<file path="src/rtl/ssi_master_double_read_verify_defines.svh">
// ---------------------------------------------------------------------------
// SSI master double read verify: assertion macros
// Shared concurrent assertion forms, clocked on clk and disabled in reset.
// ---------------------------------------------------------------------------
`ifndef SSI_MASTER_DOUBLE_READ_VERIFY_DEFINES_SVH
`define SSI_MASTER_DOUBLE_READ_VERIFY_DEFINES_SVH

// Consequent holds in the same cycle as the antecedent.
`define SSIM_ASSERT_SAME(lbl, ante, cons, msg) \
  lbl: assert property (@(posedge clk) disable iff (rst) (ante) |-> (cons)) \
    else $error(msg);

// Consequent holds in the cycle after the antecedent.
`define SSIM_ASSERT_NEXT(lbl, ante, cons, msg) \
  lbl: assert property (@(posedge clk) disable iff (rst) (ante) |=> (cons)) \
    else $error(msg);

`endif

</file>
<file path="src/rtl/ssimdrv_pkg.sv">
// ---------------------------------------------------------------------------
// SSI master double read verify package
// Sequencer phase codes, register indices, reset values and fixed widths.
// ---------------------------------------------------------------------------
package ssimdrv_pkg;

  localparam int MAX_WORD_BITS = 32;
  localparam int WORD_W        = 32;
  localparam int TICK_W        = 16;
  localparam int BITIDX_W      = 6;
  localparam int TRY_W         = 3;
  localparam int CFG_IDX_W     = 2;
  localparam int CFG_DATA_W    = 16;

  localparam logic [WORD_W-1:0] FAIL_WORD = 32'h0000_FFFF;

  localparam logic [BITIDX_W-1:0] WORD_SIZE_RST  = 6'd24;
  localparam logic [TICK_W-1:0]   HALF_TICKS_RST = 16'd10;
  localparam logic [TICK_W-1:0]   GAP_TICKS_RST  = 16'd20;
  localparam logic [TRY_W-1:0]    MAX_TRIES_RST  = 3'd3;

  typedef enum logic [CFG_IDX_W-1:0] {
    REG_WORD_SIZE  = 2'd0,
    REG_HALF_TICKS = 2'd1,
    REG_GAP_TICKS  = 2'd2,
    REG_MAX_TRIES  = 2'd3
  } cfg_reg_t;

  typedef enum logic [3:0] {
    PH_IDLE = 4'b0001,
    PH_LOW  = 4'b0010,
    PH_HIGH = 4'b0100,
    PH_GAP  = 4'b1000
  } phase_t;

endpackage

</file>
<file path="src/rtl/ssi_master_double_read_verify.sv">
// ---------------------------------------------------------------------------
// SSI master double read verify
// Clocks a position word out of an SSI sensor twice and checks the readings.
// ---------------------------------------------------------------------------
// Each input item is one time tick and yields exactly one result item. A
// tick is taken every clock cycle; its result appears in the output register
// on the next cycle, and a new tick is taken while that result waits unless
// the output register is stalled and full. The sequencer state and the one
// result register are the only storage. A sequence starts on a tick with
// start_req in idle; each bit is half_period_ticks clock-low ticks then
// as many clock-high ticks, the data line is sampled on the last high tick,
// and the word is read MSB first, a gap of gap_ticks clock-high ticks apart
// from its repeat. Matching reads finish with the word; after max_tries
// mismatching attempts the block finishes with 65535 and read_failed set.
`include "ssi_master_double_read_verify_defines.svh"

module ssi_master_double_read_verify (
  input  logic                                 clk,
  input  logic                                 rst,
  // configuration
  input  logic                                 cfg_we,
  input  logic [ssimdrv_pkg::CFG_IDX_W-1:0]    cfg_index,
  input  logic [ssimdrv_pkg::CFG_DATA_W-1:0]   cfg_data,
  // tick input
  input  logic                                 in_valid,
  output logic                                 in_stall,
  input  logic                                 start_req,
  input  logic                                 data_in,
  // result output
  output logic                                 out_valid,
  input  logic                                 out_stall,
  output logic                                 clock_out,
  output logic                                 busy_res,
  output logic                                 done_res,
  output logic [ssimdrv_pkg::WORD_W-1:0]       position,
  output logic                                 read_failed
);

  // configuration registers
  logic [ssimdrv_pkg::BITIDX_W-1:0] word_size;
  logic [ssimdrv_pkg::TICK_W-1:0]   half_period_ticks;
  logic [ssimdrv_pkg::TICK_W-1:0]   gap_ticks;
  logic [ssimdrv_pkg::TRY_W-1:0]    max_tries;

  // sequencer state
  ssimdrv_pkg::phase_t              phase, phase_next;
  logic [ssimdrv_pkg::TICK_W-1:0]   tick_count, tick_count_next;
  logic [ssimdrv_pkg::BITIDX_W-1:0] bit_index, bit_index_next;
  logic [ssimdrv_pkg::WORD_W-1:0]   first_word, first_word_next;
  logic [ssimdrv_pkg::WORD_W-1:0]   second_word, second_word_next;
  logic                             second_pass, second_pass_next;
  logic [ssimdrv_pkg::TRY_W-1:0]    try_count, try_count_next;

  // result of the current tick
  logic                             clk_r, busy_r, done_r, failed_r;
  logic [ssimdrv_pkg::WORD_W-1:0]   pos_r;

  logic                             in_accept;
  logic [ssimdrv_pkg::TICK_W-1:0]   hp_eff, gap_eff;
  logic [ssimdrv_pkg::BITIDX_W-1:0] word_bits;
  logic [ssimdrv_pkg::TRY_W-1:0]    tries_eff;

  assign in_stall  = out_valid & out_stall;
  assign in_accept = in_valid & ~in_stall;

  assign hp_eff    = (half_period_ticks == '0) ? ssimdrv_pkg::TICK_W'(1) : half_period_ticks;
  assign gap_eff   = (gap_ticks == '0) ? ssimdrv_pkg::TICK_W'(1) : gap_ticks;
  assign tries_eff = (max_tries == '0) ? ssimdrv_pkg::TRY_W'(1) : max_tries;

  always_comb begin
    if (word_size == '0) begin
      word_bits = ssimdrv_pkg::BITIDX_W'(1);
    end else if (word_size > ssimdrv_pkg::BITIDX_W'(ssimdrv_pkg::MAX_WORD_BITS)) begin
      word_bits = ssimdrv_pkg::BITIDX_W'(ssimdrv_pkg::MAX_WORD_BITS);
    end else begin
      word_bits = word_size;
    end
  end

  always_ff @(posedge clk) begin
    if (rst) begin
      word_size         <= ssimdrv_pkg::WORD_SIZE_RST;
      half_period_ticks <= ssimdrv_pkg::HALF_TICKS_RST;
      gap_ticks         <= ssimdrv_pkg::GAP_TICKS_RST;
      max_tries         <= ssimdrv_pkg::MAX_TRIES_RST;
    end else if (cfg_we) begin
      case (cfg_index)
        ssimdrv_pkg::REG_WORD_SIZE:  word_size         <= cfg_data[ssimdrv_pkg::BITIDX_W-1:0];
        ssimdrv_pkg::REG_HALF_TICKS: half_period_ticks <= cfg_data;
        ssimdrv_pkg::REG_GAP_TICKS:  gap_ticks         <= cfg_data;
        ssimdrv_pkg::REG_MAX_TRIES:  max_tries         <= cfg_data[ssimdrv_pkg::TRY_W-1:0];
        default: ;
      endcase
    end
  end

  always_comb begin
    phase_next       = phase;
    tick_count_next  = tick_count;
    bit_index_next   = bit_index;
    first_word_next  = first_word;
    second_word_next = second_word;
    second_pass_next = second_pass;
    try_count_next   = try_count;
    clk_r            = 1'b1;
    busy_r           = 1'b0;
    done_r           = 1'b0;
    failed_r         = 1'b0;
    pos_r            = '0;

    // start tick is already the first clock-low tick
    if (phase == ssimdrv_pkg::PH_IDLE && start_req) begin
      phase_next       = ssimdrv_pkg::PH_LOW;
      tick_count_next  = '0;
      bit_index_next   = '0;
      first_word_next  = '0;
      second_word_next = '0;
      second_pass_next = 1'b0;
      try_count_next   = '0;
    end

    if (phase_next != ssimdrv_pkg::PH_IDLE) begin
      busy_r          = 1'b1;
      clk_r           = (phase_next != ssimdrv_pkg::PH_LOW);
      tick_count_next = tick_count_next + ssimdrv_pkg::TICK_W'(1);

      case (phase_next)
        ssimdrv_pkg::PH_LOW: begin
          if (tick_count_next >= hp_eff) begin
            phase_next      = ssimdrv_pkg::PH_HIGH;
            tick_count_next = '0;
          end
        end
        ssimdrv_pkg::PH_GAP: begin
          if (tick_count_next >= gap_eff) begin
            phase_next       = ssimdrv_pkg::PH_LOW;
            tick_count_next  = '0;
            bit_index_next   = '0;
            second_pass_next = 1'b1;
          end
        end
        ssimdrv_pkg::PH_HIGH: begin
          // sample at the end of the high phase
          if (tick_count_next >= hp_eff) begin
            tick_count_next = '0;
            if (second_pass_next) begin
              second_word_next = {second_word_next[ssimdrv_pkg::WORD_W-2:0], data_in};
            end else begin
              first_word_next = {first_word_next[ssimdrv_pkg::WORD_W-2:0], data_in};
            end
            bit_index_next = bit_index_next + ssimdrv_pkg::BITIDX_W'(1);
            if (bit_index_next < word_bits) begin
              phase_next = ssimdrv_pkg::PH_LOW;
            end else if (!second_pass_next) begin
              phase_next = ssimdrv_pkg::PH_GAP;
            end else if (first_word_next == second_word_next) begin
              done_r     = 1'b1;
              pos_r      = first_word_next;
              phase_next = ssimdrv_pkg::PH_IDLE;
            end else begin
              try_count_next = try_count_next + ssimdrv_pkg::TRY_W'(1);
              if (try_count_next >= tries_eff) begin
                done_r           = 1'b1;
                failed_r         = 1'b1;
                pos_r            = ssimdrv_pkg::FAIL_WORD;
                phase_next       = ssimdrv_pkg::PH_IDLE;
                first_word_next  = '0;
                second_word_next = '0;
              end else begin
                // retry the double read
                phase_next       = ssimdrv_pkg::PH_LOW;
                tick_count_next  = '0;
                bit_index_next   = '0;
                first_word_next  = '0;
                second_word_next = '0;
                second_pass_next = 1'b0;
              end
            end
          end
        end
        default: ;
      endcase
    end
  end

  always_ff @(posedge clk) begin
    if (rst) begin
      phase       <= ssimdrv_pkg::PH_IDLE;
      tick_count  <= '0;
      bit_index   <= '0;
      first_word  <= '0;
      second_word <= '0;
      second_pass <= 1'b0;
      try_count   <= '0;
    end else if (in_accept) begin
      phase       <= phase_next;
      tick_count  <= tick_count_next;
      bit_index   <= bit_index_next;
      first_word  <= first_word_next;
      second_word <= second_word_next;
      second_pass <= second_pass_next;
      try_count   <= try_count_next;
    end
  end

  // output register: load on accept, hold while stalled, drop when taken
  always_ff @(posedge clk) begin
    if (rst) begin
      out_valid <= 1'b0;
    end else if (in_accept) begin
      out_valid <= 1'b1;
    end else if (!out_stall) begin
      out_valid <= 1'b0;
    end
  end

  always_ff @(posedge clk) begin
    if (in_accept) begin
      clock_out   <= clk_r;
      busy_res    <= busy_r;
      done_res    <= done_r;
      position    <= pos_r;
      read_failed <= failed_r;
    end
  end

  `SSIM_ASSERT_SAME(a_fail_word, out_valid && read_failed,
                    done_res && busy_res && position == ssimdrv_pkg::FAIL_WORD,
                    "failure result without done or fail word")
  `SSIM_ASSERT_NEXT(a_busy_seq, in_accept && phase != ssimdrv_pkg::PH_IDLE,
                    out_valid && busy_res, "tick inside a sequence not reported busy")
  `SSIM_ASSERT_NEXT(a_done_idle, in_accept, !done_res || phase == ssimdrv_pkg::PH_IDLE,
                    "sequence finished but sequencer not idle")
  `SSIM_ASSERT_SAME(a_low_busy, out_valid && !clock_out, busy_res,
                    "clock driven low outside a sequence")

endmodule

</file>
<file path="config.mk">
export PLATFORM = sky130hd
export DESIGN_NAME = ssi_master_double_read_verify
export DESIGN_NICKNAME = d
export VERILOG_FILES = /design/src/rtl/ssimdrv_pkg.sv /design/src/rtl/ssi_master_double_read_verify.sv
export VERILOG_INCLUDE_DIRS = /design/src /design/src/rtl
export SDC_FILE = /design/constraint.sdc
export NUM_CORES = 1
export LEC_CHECK = 0
export ABC_AREA = 1
export BUFFER_PORTS_ARGS = -buffer_cell sky130_fd_sc_hd__buf_2
export CORE_MARGIN = 1.5
export CORE_UTILIZATION = 62
export CTS_CLUSTER_DIAMETER = 200
export CTS_CLUSTER_SIZE = 20
export DETAILED_ROUTE_END_ITERATION = 8
export PLACE_DENSITY = 0.81
export REMOVE_ABC_BUFFERS = 1
export SYNTH_ARGS = -nofsm -noshare
export SYNTH_HDL_FRONTEND = slang
export SYNTH_SLANG_ARGS = --single-unit
</file>
<file path="constraint.sdc">
create_clock -name clk -period 4.86 [get_ports clk]
set_clock_uncertainty 0.15 [all_clocks]
set_input_delay 0.972 -clock clk [delete_from_list [all_inputs] [get_ports clk]]
set_output_delay 0.972 -clock clk [all_outputs]
set_load 0.05 [all_outputs]
</file>
==> impl_metrics.toml, run 1 <==
[sta]
fin_crit_sh_pct = 87.7
finalWorstSetupSlack_ns = 0.599
hold_viol_final = 0
tns_ns = 0
finalHoldWorstSlack_ns = 0.304
min_period_ns = 4.26
fmax_mhz = 235
slew_headroom_pct = 36.1
tightest_slew_ns = 0.958
rsz0062_at_grt = "no"
setup_viol = 0
final_max_slew_viol_count = 0

[die]
core-area_sq_um = 17500
start_util_pct = 63.9
rows = 48
die_w_um = 137
die_area_sq_um = 18800
ioPinCount = 63
die_h_um = 137

[drt]
via_per_inst = 5.83
drtIter0Drc = 1131
wirelength_um = 28300
ant_nets = 0
post_drt_wl_per_cell_um = 14.5
drc = 0
drt-pass1-iter-count = 6
vias = 11400

[clocking]
root_buffer = "clkbuf_16"
postCtsHoldBufs = 0
post_cts_resized = 0
htree_levels = 4
clock-sinks = 172
clock_latency_ns = 0.43
cts_buffer_depth = 2
numCtsBuffers = 17
cts_setup_buffers = 0
cts_tree = "built"
clk_pin_slew_ns = 0.07

[synthesis]
synth_cell_type_count = 38
synthTopCellsByArea = "dfxtp_1 (24%), nand2_1 (18%), edfxtp_1 (9.7%), nand3_1 (9.7%), o21ai_0 (5.8%)"
syn_area_per_cell_sq_um = 6.49
synth_top_area_share_pct = 24.4
ys_ff_latch = 172
synth_seq_area_share_pct = 34.1
synth_top_cell_by_area = "dfxtp_1"
syn-cell-area_sq_um = 11200
ys_warn_count = 0
synthCells = 1720

[setup_path]
cp.required_ns = 5.06
crit_path_start_kind = "primary input"
crit_fanout = 32
critPathCaptureType = "flip-flop"
cp.arrival_ns = 4.46
critical_path_class = "primary input to flip-flop"

[power]
cellPowerDensity_nw_per_um2 = 304
max-vdd-ir-drop_mv = 0.272
p_leak_nw = 5.40

[place]
gp_congestion = 0.968
portBuffers = 62
placed_area_sq_um = 11500
dp_slack_ns = 0.197
post-dp-hpwl_um = 18000
dp.cells = 1921

[final_layout]
drive_gt1_share_pct = 8.22
design_area_sq_um = 12100
finalNetCount = 1781
area_growth_pct = 8.28
fin_cells = 1953
antenna_cells = 0

[grt]
antenna_found_initial = 1
grt_usage_pct = 30.7
grt_pass1_wl_um = 46700
grt_max_degree = 131
overflow = 0
grt_pass1_vias = 9856

[job]
maxCapViolations = 0

[outcome]
status = "finished clean"

[worst_hold_path]
hp-class = "flip-flop to flip-flop"
==> flip-flops by register name (all words and copies together) (netlist names), 4 cells and up <==
register / cells
position: 32
bit_index: 6
tick_count: 16
phase: 4
half_period_ticks: 16
gap_ticks: 16
first_word: 32
second_word: 32
word_size: 6
==> cell type report <==
type	count	area, sq um
Tap cell	225	282
Clock buffer	25	539
Fill cell	1493	5380
Timing Repair Buffer	88	556
Inverter	146	548
Multi-Input combinational cell	1290	6320
Sequential cell	172	3800
Clock inverter	7	47.5
==> placed cells by master (no fill, tap or decap), types with 5 or more instances in the layout <==
cell type and instances:
o21ai_1 46, nor4_1 6, nand3b_1 20, xor2_1 11, buf_2 62, nand2_1 524
buf_4 22, nand4_1 9, a21oi_1 116, dfxtp_1 135, nor3_1 13, inv_2 6
inv_1 138, o211ai_1 7, xnor2_1 5, clkbuf_16 20, edfxtp_1 36, nor2_1 77
nand3_1 216, o21ai_0 130, ha_1 41, a31oi_1 41
==> per-layer routing <==
layer	global-route usage, %	part of all wire [%]
met1	41.7	45
met2	49.4	46
met3	4.97	7.1
met4	10.9	2.3
met5	0	0
==> path summary, 6_finish.rpt <==
kind	startpoint	to	slack, ns	depth (start not counted)
worst max-delay path	start_req	second_word[25]	0.60	20
worst min-delay path	max_tries[0]	max_tries[0]	0.30	2
worst max register to register	phase[0]	second_word[25]	0.66	25
worst min register to register	max_tries[0]	max_tries[0]	0.30	2
==> critical path, stage by stage <==
cell,delay (ns)
buf_2,0.12
nand3_4,0.15
nand2_1,0.12
inv_1,0.13
ha_1,0.22
nand4_2,0.17
nor2_2,0.26
nand3_1,0.18
nor2_1,0.15
xor2_1,0.16
inv_1,0.10
ha_1,0.19
a21oi_1,0.13
nor3_1,0.06
a211oi_1,0.24
nand2_1,0.19
nand2_2,0.19
buf_4,0.39
nand3_1,0.12
a31oi_1,0.21
==> through the flow <==
stage | power (W) | util [%]
2_1_floorplan | 0.00213 | -
5_1_grt | 0.00384 | 69.2
3_5_place_dp | 0.00233 | 65.9
3_3_place_gp | 0.00232 | 65.9
6_report | 0.00368 | 69.2
4_1_cts | 0.00367 | 69.2
==> cell usage after synthesis, drive strengths merged <==
library cell / count
nand2: 528
nand3b: 20
o41ai: 1
o21bai: 1
nor3: 13
xor2: 11
nand3: 220
nor4: 6
mux2i: 1
inv: 144
o21ai: 176
a21boi: 1
clkinv: 2
o211ai: 7
a21oi: 117
xnor2: 5
nand4: 11
a211oi: 3
clkbuf: 44
ha: 41
nor2: 81
or2: 2
edfxtp: 36
dfxtp: 136
a41o: 1
a31oi: 41
buf: 68
o21a: 3
==> cells by family (layout without fill, tap and decap cells) <==
logic type,Yosys count,after routing,synth area share [%]
xor gates and xnor gates,16,16,1.25
muxes,1,1,0.0896
AOI/OAI and AO/OA,351,351,16.7
buffers and inverters,258,266,9.59
adders and majority gates,41,41,4.59
and+or+nand+nor,881,881,33.8
DFF,172,172,34.1
==> where the power goes <==
group	switching [W]	internal, W	leakage, nW
sequential	0.0000499	0.00153	1.47
combinational	0.000524	0.000210	3.64
clock	0.000585	0.000775	0.290
total	0.00116	0.00252	5.40
Power figures use the tool's default switching activity.
==> run 2, diff against run 1 <==
==> constraint.sdc (replaced) <==
create_clock -name clk -period 4.5 [get_ports clk]
set_clock_uncertainty 0.15 [all_clocks]
set_input_delay 0.9 -clock clk [delete_from_list [all_inputs] [get_ports clk]]
set_output_delay 0.9 -clock clk [all_outputs]
set_load 0.05 [all_outputs]
==> impl_metrics.toml, run 2 (synthesized netlist as in run 1, its figures left out) <==
[outcome]
status = "finished clean"

[drt]
via_per_inst = 5.84
post_drt_wl_per_cell_um = 14.7
drt-pass1-iter-count = 8
wirelength_um = 28800
drc = 0
vias = 11500
drtIter0Drc = 1272
ant_nets = 0

[grt]
grt_max_degree = 115
antenna_found_initial = 0
grt_usage_pct = 31.4
grt_pass1_vias = 10100
overflow = 0
grt_pass1_wl_um = 48000

[place]
portBuffers = 62
gp_congestion = 0.936
dp.cells = 1931
placed_area_sq_um = 11600
post-dp-hpwl_um = 18500
dp_slack_ns = 0.0469

[die]
die_w_um = 137
ioPinCount = 63
core-area_sq_um = 17500
rows = 48
start_util_pct = 63.9
die_h_um = 137
die_area_sq_um = 18800

[power]
max-vdd-ir-drop_mv = 0.370
cellPowerDensity_nw_per_um2 = 331
p_leak_nw = 5.47

[sta]
fmax_mhz = 238
fin_crit_sh_pct = 93.3
tightest_slew_ns = 0.938
hold_viol_final = 0
slew_headroom_pct = 37.5
finalWorstSetupSlack_ns = 0.300
setup_viol = 0
rsz0062_at_grt = "yes"
final_max_slew_viol_count = 0
min_period_ns = 4.20

[setup_path]
path_cells = "buf_2, nand3_4, nand2_1, inv_1, ha_1, nand4_2, nor2_2, nand3_1, nor2_1, xor2_1, inv_1, ha_1, nand2_1, nor3_1, nand2_1, a21boi_4, buf_4, o21ai_0, nand4_1, a21oi_1"
critical_path_class = "primary input to flip-flop"
crit_path_start_kind = "primary input"
cp.required_ns = 4.64
max_stage_delay_ns = 0.38
critPathSlowestCell = "buf_4"
cp.arrival_ns = 4.34
cpMostUsedCell = "nand2_1"
reg2reg_depth = 20
critPathCaptureType = "flip-flop"
crit_fanout = 34

[final_layout]
drive_gt1_share_pct = 8.58
n_fill_cell = 1500
antenna_cells = 0
final_common_cell = "nand2_1"
largest_registers = "first_word x32, position x32, second_word x32"
mostFrequentLayoutCells = "nand2_1 (524), nand3_1 (216), inv_1 (138)"
fin_cells = 1962
design_area_sq_um = 12200
area_growth_pct = 9.08
finalNetCount = 1791

[job]
maxCapViolations = 0

[worst_hold_path]
holdPathStages = 2
hp-class = "flip-flop to flip-flop"

[clocking]
clk_pin_slew_ns = 0.06
clock_latency_ns = 0.43
numCtsBuffers = 17
htree_levels = 4
root_buffer = "clkbuf_16"
cts_tree = "built"
postCtsHoldBufs = 0
cts_setup_buffers = 0
cts_buffer_depth = 2
post_cts_resized = 0
clock-sinks = 172
==> run 2: cell count changes in the layout (fill, tap and decap cells not counted), sizes merged <==
cell,delta
buf,+10
bufinv,+2
clkinv,-2
clkbuf,+1
clkinvlp,-1
inv,-1
==> run 2: per-layer routing <==
metal | global-route usage, % | up-vias | part of all wire, %
li1 | - | 5745 | -
met3 | 4.45 | 41 | 6.6
met5 | 0 | - | 0
met2 | 51.5 | 445 | 47
met1 | 42.6 | 5224 | 45
met4 | 10.5 | 0 | 1.4
==> run 2: final cells by class <==
cell class / count / area, sq um / share of cell area, %
Multi-Input combinational cell: 1290 / 6320 / 51.9
Sequential cell: 172 / 3800 / 31.2
Timing Repair Buffer: 98 / 631 / 5.18
Inverter: 146 / 548 / 4.50
Clock buffer: 26 / 522 / 4.28
Tap cell: 225 / 282 / 2.31
Clock inverter: 5 / 80.1 / 0.657
==> run 2: path summary, 6_finish.rpt <==
check	startpoint	to	slack (ns)
worst min register to register	tick_count[14]	tick_count[14]	0.32
worst min-delay path	tick_count[14]	tick_count[14]	0.32
worst max-delay path	start_req	first_word[31]	0.30
worst max register to register	phase[0]	first_word[31]	0.31
==> run 2: worst max-delay path: cells and delay by family <==
family | cells | cell delay [ns]
buffers and inverters | 4 | 0.71
xor gates and xnor gates | 1 | 0.16
adders and majority gates | 2 | 0.49
AOI/OAI and AO/OA | 3 | 0.53
and+or+nand+nor | 10 | 1.51
==> run 2: stage by stage <==
stage | power, W | setup TNS (ns) | utilization (%) | hold slack, ns
after floorplan | 0.00230 | -413.66 | - | 0.273
after global placement | 0.00251 | 0 | 66.3 | 0.290
after detailed placement | 0.00253 | 0 | 66.3 | 0.310
after CTS | 0.00403 | 0 | 69.7 | 0.321
after global routing | 0.00422 | -0.00841 | 69.7 | 0.344
final | 0.00403 | 0 | 69.7 | 0.321
==> run 2: report_power, final <==
group	leakage [nW]	internal, W	switching, W
Clock	0.295	0.000912	0.000600
Sequential	1.47	0.00165	0.0000549
Combinational	3.70	0.000236	0.000572
==> run 3, diff against run 2 <==
--- a/config.mk
+++ b/config.mk
@@ -18,3 +18,4 @@
 export SYNTH_ARGS = -nofsm -noshare
 export SYNTH_HDL_FRONTEND = slang
 export SYNTH_SLANG_ARGS = --single-unit
+export TNS_END_PERCENT = 100
==> constraint.sdc (replaced) <==
create_clock -name clk -period 4.5 [get_ports clk]
set_clock_uncertainty 0.15 [all_clocks]
set_input_delay 1.35 -clock clk [delete_from_list [all_inputs] [get_ports clk]]
set_output_delay 1.35 -clock clk [all_outputs]
set_load 0.05 [all_outputs]
==> impl_metrics.toml, run 3 (synthesized netlist as in run 1, its figures left out) <==
[outcome]
status = "finished clean"

[grt]
grtUsageMet2_pct = 52.3
grt_usage_pct = 31.9
antenna_found_initial = 0
grt_max_degree = 93
grtUsageMet1_pct = 41.5
overflow = 0
grt_pass1_wl_um = 48800
grt_pass1_vias = 10500
busiest_layer = "met2"
gr-usage-met3_pct = 5.92

[power]
p_switching_w = 0.00129
p_comb_share_pct = 21.0
p_seq_share_pct = 42.8
internal_power_w = 0.00270
p_leak_nw = 5.80
p_clk_share_pct = 36.2
max-vdd-ir-drop_mv = 0.290
switching_share_pct = 32.2
cellPowerDensity_nw_per_um2 = 313

[final_layout]
final_common_cell = "nand2_1"
mostFrequentLayoutCells = "nand2_1 (523), nand3_1 (215), inv_1 (138)"
largest_registers = "first_word x32, position x32, second_word x32"
finalNetCount = 1841
drive_gt1_share_pct = 11.7
antenna_cells = 0
area_growth_pct = 14.2
fin_cells = 2013
design_area_sq_um = 12800

[die]
ioPinCount = 63
die_area_sq_um = 18800
core-area_sq_um = 17500
die_h_um = 137
start_util_pct = 63.9
rows = 48
die_w_um = 137

[place]
placed_area_sq_um = 12100
post-dp-hpwl_um = 19100
dp.cells = 1978
dp_slack_ns = -0.142
portBuffers = 62
gp_congestion = 0.897

[setup_path]
critical_path_class = "primary input to flip-flop"
crit_fanout = 32
crit_path_start_kind = "primary input"
critPathCaptureType = "flip-flop"
cp.required_ns = 4.67
cp.arrival_ns = 4.45

[clocking]
root_buffer = "clkbuf_16"
postCtsHoldBufs = 0
numCtsBuffers = 17
clk_pin_slew_ns = 0.07
htree_levels = 4
clock_latency_ns = 0.43
clock-sinks = 172
cts_tree = "built"
cts_buffer_depth = 2

[drt]
wirelength_um = 29700
drt-pass1-iter-count = 8
vias = 11700
drtIter0Drc = 1135
via_per_inst = 5.80
drc = 0
post_drt_wl_per_cell_um = 14.7
ant_nets = 0

[sta]
final_max_slew_viol_count = 0
fmax_mhz = 233
hold_viol_final = 0
tns_ns = 0
min_period_ns = 4.29
finalWorstSetupSlack_ns = 0.212
finalHoldWorstSlack_ns = 0.307
slew_headroom_pct = 35.7
setup_viol = 0
tightest_slew_ns = 0.957
fin_crit_sh_pct = 95.3
rsz0062_at_grt = "no"

[worst_hold_path]
hp-class = "flip-flop to flip-flop"

[job]
maxCapViolations = 0
## run 3: cell types whose count changed in the layout (fill, tap and decap cells not counted), sizes merged
cell,before,now
clkbuf,26,21
clkinvlp,0,1
clkinv,4,9
bufinv,2,1
buf,98,146
inv,145,148
## run 3: per-stage QoR
stage | total power (W) | utilization [%]
after floorplan | 0.00230 | -
after global placement | 0.00254 | 69.2
after detailed placement | 0.00256 | 69.2
after CTS | 0.00398 | 72.5
after global routing | 0.00417 | 73.0
final | 0.00399 | 73.0
## run 3: power by group through the flow
stage / sequential (W) / clock [W] / combinational, W
6_report: 0.00171 / 0.00144 / 0.000838
3_5_place_dp: 0.00174 / 0 / 0.000820
3_3_place_gp: 0.00174 / 0 / 0.000801
2_1_floorplan: 0.00180 / 0 / 0.000503
5_1_grt: 0.00172 / 0.00152 / 0.000931
4_1_cts: 0.00171 / 0.00145 / 0.000825
## run 3: path summary, 6_finish.rpt
kind / start / end / slack [ns] / cells past startpoint
max: start_req / first_word[2] / 0.21 / 26
min: max_tries[0] / max_tries[0] / 0.31 / 2
max reg2reg: phase[0] / second_word[24] / 0.71 / 26
min reg2reg: max_tries[0] / max_tries[0] / 0.31 / 2
## run 3: timing repair
item	CTS	global route
resized for setup	0	6
setup endpoints to repair	0	46
hold endpoints to repair	0	0
setup buffers	0	1
## run 3: final cells by class
cell class	count	area, sq um
Clock buffer	19	453
Clock inverter	13	115
Fill cell	1432	4710
Inverter	146	548
Multi-Input combinational cell	1290	6340
Sequential cell	172	3800
Tap cell	225	282
Timing Repair Buffer	148	1220
## run 3: worst max-delay path, cell delays in order
cell	delay, ns
buf_2	0.12
nand3_4	0.13
nand2_1	0.12
inv_1	0.10
ha_1	0.20
nand4_2	0.18
buf_4	0.18
xor2_1	0.16
ha_1	0.29
nand2_1	0.05
inv_1	0.05
nand2_1	0.05
nand2_1	0.05
nand2_1	0.05
nand2_1	0.05
nand2_1	0.05
nand3_1	0.07
nand2_1	0.05
nand2_1	0.11
nand2_2	0.11
a21boi_4	0.19
buf_12	0.15
buf_12	0.18
o21ai_0	0.12
a31oi_1	0.21
nor2_1	0.06
## run 3: per-layer routing
layer  vias up  share of wire, %
li1       5850                 -
met1      5274                43
met2       500                47
met3        54               8.0
met4         0               2.0
met5         -                 0
